--- src/sv/llca_pkg.sv ---
// Types, constants and beat formats shared by the least-loaded channel allocator
package llca_pkg;

	localparam int NUM_CHANNELS = 16;
	localparam int LOAD_WIDTH   = 16;
	localparam int OUT_LOAD_W   = 16;
	localparam int ACT_W        = 5;
	localparam int CNT_W        = $clog2(NUM_CHANNELS + 1);
	localparam int IDX_W        = (CNT_W > ACT_W) ? CNT_W : ACT_W;

	typedef logic [LOAD_WIDTH-1:0] load_t;
	typedef logic [IDX_W-1:0]      idx_t;

	localparam load_t LOAD_MAX      = {LOAD_WIDTH{1'b1}};
	localparam idx_t  NUM_IDX       = IDX_W'(NUM_CHANNELS);
	localparam logic [ACT_W-1:0] ACTIVE_RESET = ACT_W'(16);

	typedef enum logic {
		OP_ASSIGN  = 1'b0,
		OP_RELEASE = 1'b1
	} op_t;

	typedef enum logic [1:0] {
		ST_OK    = 2'd0,
		ST_SAT   = 2'd1,
		ST_UNDER = 2'd2,
		ST_RANGE = 2'd3
	} status_t;

	typedef enum logic [1:0] {
		S_IDLE,
		S_SCAN,
		S_HOLD
	} state_t;

	typedef struct packed {
		op_t        operation;
		logic [3:0] release_channel;
	} in_beat_t;

	typedef struct packed {
		logic [3:0]            chosen_channel;
		status_t               status;
		logic [OUT_LOAD_W-1:0] new_load;
	} out_beat_t;

	typedef struct packed {
		logic  vld;
		op_t   op;
		idx_t  rel_idx;
		load_t load;
		idx_t  idx;
	} carrier_t;

	typedef struct packed {
		logic en;
		logic inc;
		idx_t idx;
	} upd_t;

endpackage

--- src/sv/llca_cell.sv ---
// One channel cell: holds a load counter and passes the scan carrier on
module llca_cell import llca_pkg::*; (
	input  logic     clk,
	input  logic     arst_n,
	input  idx_t     my_idx,
	input  idx_t     active,
	input  carrier_t c_in,
	input  upd_t     upd,
	output carrier_t c_out
);

	load_t    load_q;
	carrier_t c_q;
	carrier_t c_nxt;
	logic     take;

	always_comb begin
		if (c_in.op == OP_ASSIGN) begin
			take = (my_idx < active) && ((my_idx == '0) || (load_q < c_in.load));
		end else begin
			take = (c_in.rel_idx == my_idx);
		end
		c_nxt = c_in;
		if (take) begin
			c_nxt.load = load_q;
			c_nxt.idx  = my_idx;
		end
	end

	always_ff @(posedge clk or negedge arst_n) begin
		if (!arst_n) begin
			load_q <= '0;
			c_q    <= '0;
		end else begin
			c_q <= c_nxt;
			if (upd.en && (upd.idx == my_idx)) begin
				load_q <= upd.inc ? load_q + load_t'(1) : load_q - load_t'(1);
			end
		end
	end

	assign c_out = c_q;

endmodule

--- src/sv/least_loaded_channel_allocator_top.sv ---
// Least-loaded channel allocator: row of channel cells and its control
//
// Input channel in_valid/in_stall/in_data carries requests: assign the least
// loaded active channel, or release one unit on a named channel. Each request
// gives exactly one result beat on out_valid/out_stall/out_data.
// A request travels as a carrier through the row of NUM_CHANNELS cells, one
// cell per cycle, collecting the minimum load (lowest index on a tie) or the
// named channel's load. The result beat is offered from the output register
// once the carrier leaves the last cell. One request is in the row at a
// time; a new request waits until the last result enters the output register.
// in_stall is high while a request is in the row or its result waits to
// enter the output register. A result held by out_stall does not block the
// next request's walk; the counter update is made when the result enters
// the output register.
// cfg_we/cfg_wdata write active_channels, to be done only while idle.
// Reset clears all counters, sets active_channels to 16 and drops any beat.
module least_loaded_channel_allocator_top import llca_pkg::*; (
	input  logic             clk,
	input  logic             arst_n,
	input  logic             in_valid,
	output logic             in_stall,
	input  in_beat_t         in_data,
	output logic             out_valid,
	input  logic             out_stall,
	output out_beat_t        out_data,
	input  logic             cfg_we,
	input  logic [ACT_W-1:0] cfg_wdata
);

	logic [ACT_W-1:0] act_q;
	idx_t             act_ext;
	idx_t             eff_active;
	state_t           state_q, state_nxt;
	carrier_t         chain [NUM_CHANNELS+1];
	carrier_t         hold_q;
	carrier_t         src;
	out_beat_t        out_q, res;
	logic             out_vld_q;
	logic             in_acc, have, fire;
	upd_t             upd;
	idx_t             rel_ext;

	always_ff @(posedge clk or negedge arst_n) begin
		if (!arst_n) begin
			act_q <= ACTIVE_RESET;
		end else if (cfg_we) begin
			act_q <= cfg_wdata;
		end
	end

	always_comb begin
		act_ext    = IDX_W'(act_q);
		eff_active = act_ext;
		if (act_ext == '0) begin
			eff_active = IDX_W'(1);
		end
		if (act_ext > NUM_IDX) begin
			eff_active = NUM_IDX;
		end
	end

	assign in_acc = in_valid && !in_stall;
	assign in_stall = (state_q != S_IDLE);

	assign chain[0] = '{vld: in_acc, op: in_data.operation,
		rel_idx: IDX_W'(in_data.release_channel), load: '0, idx: '0};

	for (genvar g = 0; g < NUM_CHANNELS; g++) begin : g_cell
		llca_cell u_cell (
			.clk    (clk),
			.arst_n (arst_n),
			.my_idx (IDX_W'(g)),
			.active (eff_active),
			.c_in   (chain[g]),
			.upd    (upd),
			.c_out  (chain[g+1])
		);
	end

	always_comb begin
		src     = (state_q == S_HOLD) ? hold_q : chain[NUM_CHANNELS];
		have    = ((state_q == S_SCAN) && chain[NUM_CHANNELS].vld) || (state_q == S_HOLD);
		fire    = have && (!out_vld_q || !out_stall);
		rel_ext = src.rel_idx;
		res     = '0;
		upd     = '0;
		if (src.op == OP_ASSIGN) begin
			res.chosen_channel = src.idx[3:0];
			if (src.load == LOAD_MAX) begin
				res.status   = ST_SAT;
				res.new_load = OUT_LOAD_W'(src.load);
			end else begin
				res.status   = ST_OK;
				res.new_load = OUT_LOAD_W'(src.load + load_t'(1));
			end
			upd.idx = src.idx;
			upd.inc = 1'b1;
		end else begin
			res.chosen_channel = rel_ext[3:0];
			if (rel_ext >= NUM_IDX) begin
				res.status = ST_RANGE;
			end else if (src.load == '0) begin
				res.status = ST_UNDER;
			end else begin
				res.status   = ST_OK;
				res.new_load = OUT_LOAD_W'(src.load - load_t'(1));
			end
			upd.idx = rel_ext;
			upd.inc = 1'b0;
		end
		upd.en = fire && (res.status == ST_OK);
	end

	always_comb begin
		state_nxt = state_q;
		case (state_q)
			S_IDLE: begin
				if (in_acc) state_nxt = S_SCAN;
			end
			S_SCAN: begin
				if (chain[NUM_CHANNELS].vld) state_nxt = fire ? S_IDLE : S_HOLD;
			end
			S_HOLD: begin
				if (fire) state_nxt = S_IDLE;
			end
			default: state_nxt = S_IDLE;
		endcase
	end

	always_ff @(posedge clk or negedge arst_n) begin
		if (!arst_n) begin
			state_q   <= S_IDLE;
			out_vld_q <= 1'b0;
		end else begin
			state_q <= state_nxt;
			if (fire) begin
				out_vld_q <= 1'b1;
			end else if (!out_stall) begin
				out_vld_q <= 1'b0;
			end
		end
	end

	always_ff @(posedge clk) begin
		if (fire) begin
			out_q <= res;
		end
		if ((state_q == S_SCAN) && chain[NUM_CHANNELS].vld) begin
			hold_q <= chain[NUM_CHANNELS];
		end
	end

	assign out_valid = out_vld_q;
	assign out_data  = out_q;

endmodule

--- config.mk ---
export PLATFORM = sky130hd
export DESIGN_NAME = least_loaded_channel_allocator_top
export DESIGN_NICKNAME = d
export VERILOG_FILES = /design/src/sv/llca_pkg.sv /design/src/sv/llca_cell.sv /design/src/sv/least_loaded_channel_allocator_top.sv
export SDC_FILE = /design/constraint.sdc
export NUM_CORES = 2
export LEC_CHECK = 0
export BUFFER_PORTS_ARGS = -buffer_cell sky130_fd_sc_hd__buf_2
export CAP_MARGIN = 10
export CORE_MARGIN = 5
export CORE_UTILIZATION = 40
export CTS_CLUSTER_SIZE = 25
export DETAILED_ROUTE_END_ITERATION = 12
export GPL_TIMING_DRIVEN = 0
export PLACE_DENSITY = 0.59
export SLEW_MARGIN = 10
export SYNTH_ARGS = -nofsm -noshare
export SYNTH_HDL_FRONTEND = slang
export SYNTH_SLANG_ARGS = --single-unit
--- constraint.sdc ---
create_clock -name clk -period 27.8 [get_ports clk]
set_input_delay 2.78 -clock clk [delete_from_list [all_inputs] [get_ports clk]]
set_output_delay 2.78 -clock clk [all_outputs]
set_load 0.005 [all_outputs]
==> impl_metrics.tcl <==
set metrics [dict create \
    status "finished, final reports clean" \
    power_density_nw_per_um2 73.7 \
    synth_top_family_by_area "adder cells" \
    clock_sinks 712 \
    synth-compound-area-share_pct 14.0 \
    finalWorstSetupSlack_ps 22080 \
    final_cell_area_um2 46300 \
    tightest_slew_ps 1320 \
    num_io_pins 39 \
    drt_wl_total_um 94000 \
    crit_slowest_cell "clkbuf_4" \
    grt_start_max_net_pins 113 \
    use_met2_pct 28.9 \
    rows 118 \
    grt.met1_usage_pct 23.6 \
    muxShareOfSynthArea_pct 7.79 \
    htreeDepth 3 \
    synthCells 4005 \
    maxSlewHeadroom_pct 11.7 \
    core-area_um2 103000 \
    async_reset_ff_share_pct 93.4 \
    yosys.area_share.simple_pct 10.9 \
    clock_latency_ps 660 \
    grt_pass1_vias 28838 \
    cts_hold_buf 0 \
    drt_iter0_drc 1638 \
    final_core_util_pct 44.9 \
    drcViolationCount 0 \
    port_buffers 37 \
    ys_warn_count 0 \
    path_clk_slew_ps 60 \
    startpoint_type "register" \
    r2r_start "state_q[1]" \
    end_kind "register" \
    ys.flop_type "dfrtp_1" \
    period_share_pct 20.6 \
    viasPerCell 5.18 \
    hold_path.class "reg -> reg" \
    setup-violations-final 0 \
    cts_root_buf "clkbuf_16" \
    syn_nets 4488 \
    antenna_found_initial 2 \
    pre_cts_ws_ps 21830 \
    hpwl_um 69100 \
    cap_viol_max_count 0 \
    synth_edf_count 47 \
    cp_max_fo 55 \
    crit_family "buffers and inverters" \
    top_usage_layer "met2" \
    fp.dieH_um 332 \
    synthAdderAreaFrac_pct 14.4 \
    leakage_nw 21.6 \
    period_minus_slack_ps 5720 \
    clock_skew_ps 51.6 \
    cp.required_ps 28320 \
    seq_area_frac_synth_pct 43.6 \
    fmax_mhz 175 \
    synth_area_um2 41400 \
    grt_use_met3_pct 2.24 \
    yosys_register_bits 712 \
    cts_setup_buffers 0 \
    drive_above_1_share_pct 12.5 \
    timing_hold_violations_final 0 \
    grt_use_total_pct 17.0 \
    firstDrtPassIters 6 \
    worstRegToRegCells 18 \
    overflow 0 \
    dieArea_um2 110000 \
    gp_congestion 0.819 \
    crit_buf_inv 5 \
    n_antenna_cell 0 \
    syn_avg_cell_area_um2 10.3 \
    syn_to_final_growth_pct 11.9 \
    num-nets-final 4621 \
    vias 28890 \
    endpoint "g_cell[6].u_cell.load_q[15]" \
    dpl_cell_area_um2 43600 \
    ant_nets 0 \
    cts_tree "done" \
    totalPowerFinal_mw 3.42 \
    yosysTopAreaCellShare_pct 40.1 \
    finalMaxSlewViolations 0 \
    grt_pass1_wl_um 155000 \
    die_w_um 332 \
    crit_type "reg -> reg" \
    cp.arrival_ps 6240 \
    cpPeakStageDelay_ps 780 \
    rsz0062_at_grt "false" \
    startpoint "state_q[1]" \
    synth_cell_types 92 \
    path_depth 18 \
    synth_area_leaders "dfrtp_1 40%, ha_1 14%, mux2_2 6.5%" \
    yosys.area_share.xor_xnor_pct 5.03 \
    num-fill-cells 9595 \
    max-vdd-ir-drop_mv 0.0469 \
    synth_top_cell_by_area "dfrtp_1" \
    detail_route.wl_per_cell_um 16.9 \
    start_util_pct 40.1 \
    cts_resized 0 \
    r2r-end "g_cell[6].u_cell.load_q[15]" \
    fin_tns_setup_ps 0 \
    cts_buffers 83 \
    cts_buffer_depth 3 \
    r2r_setup_slack_ps 22080 \
    worstPathCellList "nor2b_4, buf_12, nand2_1, nand2_2, clkbuf_1, clkbuf_4, buf_16, buf_12, ha_1, a21oi_1, o211ai_1, o41ai_1, nor2_1, o221a_2, o41ai_1, xnor2_1, nor2_1, xor2_1" \
]
-- where the power goes --
| part | switching, mW | total (mW) | internal (mW) |
|---|---|---|---|
| registers | 0.0936 | 1.29 | 1.20 |
| clock network | 0.448 | 1.09 | 0.646 |
| logic | 0.573 | 1.03 | 0.461 |
| total | 1.11 | 3.42 | 2.30 |
-- placed cells by master, fill, tap and decap left out, drive strengths merged, types with 46 or more instances in the layout --
cell type and n:
nand2b 54, xnor2 107, nand2 337, a21oi 153, a21o 80, clkbuf 144
edfxtp 47, nand3 61, nor3 80, inv 344, nor2 206, o21ai 338
dfrtp 664, mux2 240, buf 104, xor2 131, o21a 46, mux2i 51
ha 452
-- worst reg2reg max path: cells and delay by family, from the launching register on --
kind                     cells  cell delay [ps]
adder cells (fa/ha/maj)      1              310
AND/OR/NAND/NOR              5              700
XOR/XNOR                     2              310
buffers and inverters        5             1990
flip-flops                   1              540
AO/OA/AOI/OAI                5             1790
-- registers in the layout (all words and copies together), names as in the netlist --
name                  count
act_ext                   5
g_cell.u_cell.c_out     401
g_cell.u_cell.load_q    256
hold_q                   25
out_data                 22
out_valid                 1
state_q                   2
-- final cells by class --
class	count	area (um2)	share of cell area (%)
buffer	93	488	1.05
clock inverter	36	445	0.961
multi-input combinational	2858	21600	46.6
tap	1380	1730	3.73
sequential	712	18100	39.0
clock buffer	107	2280	4.92
inverter	342	1280	2.77
timing repair buffer	48	463	0.999
-- through the flow --
stage | cells | hold WS, ps
floorplan | 4005 | 331
global placement | 5422 | 333
detailed placement | 5433 | 336
CTS | 5576 | 349
global route | 5576 | 353
finish | 5576 | 346
-- Yosys cell counts (7+ instances only) --
| cell type | number |
|---|---|
| buf_2 | 37 |
| o22ai_1 | 9 |
| o31ai_1 | 36 |
| mux2_2 | 240 |
| a2111oi_0 | 13 |
| inv_1 | 341 |
| nor2_1 | 205 |
| a211oi_1 | 45 |
| buf_4 | 10 |
| nand2b_1 | 53 |
| dfrtp_1 | 664 |
| xor2_1 | 131 |
| a21oi_1 | 153 |
| edfxtp_1 | 47 |
| nand3_1 | 60 |
| o21ai_1 | 13 |
| or3_1 | 34 |
| a21o_1 | 80 |
| a311oi_1 | 17 |
| mux2i_1 | 48 |
| nand2_1 | 334 |
| nor3_1 | 79 |
| nor2b_1 | 28 |
| and3_1 | 19 |
| nand4_1 | 29 |
| clkbuf_1 | 37 |
| nor4_1 | 8 |
| or2_2 | 24 |
| xnor2_1 | 107 |
| ha_1 | 452 |
| or4_1 | 7 |
| and2_1 | 35 |
| o21bai_1 | 21 |
| a21boi_0 | 15 |
| a211o_1 | 12 |
| o211ai_1 | 28 |
| o2111ai_1 | 10 |
| o41ai_1 | 18 |
| a31oi_1 | 29 |
| fa_1 | 16 |
| o21ai_0 | 325 |
| o21a_1 | 46 |
-- cell families (layout without fill, tap and decap cells) --
| logic type | count (synthesis) | in the layout |
|---|---|---|
| flip-flops | 712 | 712 |
| adder cells (fa/ha/maj) | 468 | 468 |
| buffers and inverters | 435 | 626 |
| AND/OR/NAND/NOR | 947 | 947 |
| AO/OA/AOI/OAI | 914 | 914 |
| multiplexers | 291 | 291 |
| XOR/XNOR | 238 | 238 |
-- layer usage --
layer  up-vias  share of wire [%]  wire [um]
met5         -                  0          0
met4         0                1.7       1570
li1      14483                  -          -
met2       355                 47      44600
met1     13944                 48      45000
met3       108                3.1       2940
-- worst min path at each step --
stage | start | end | slack [ps] | depth (start not counted)
floorplan | g_cell[9].u_cell.c_out[27] | g_cell[10].u_cell.c_out[27] | 330 | 0
finish | g_cell[8].u_cell.c_out[27] | g_cell[9].u_cell.c_out[27] | 350 | 0
global route | g_cell[8].u_cell.c_out[27] | g_cell[9].u_cell.c_out[27] | 350 | 0
global placement | g_cell[7].u_cell.c_out[27] | g_cell[8].u_cell.c_out[27] | 330 | 0
detailed placement | g_cell[11].u_cell.c_out[27] | g_cell[12].u_cell.c_out[27] | 340 | 0
CTS | g_cell[8].u_cell.c_out[27] | g_cell[9].u_cell.c_out[27] | 350 | 0
(Power assumes the default switching activity.)
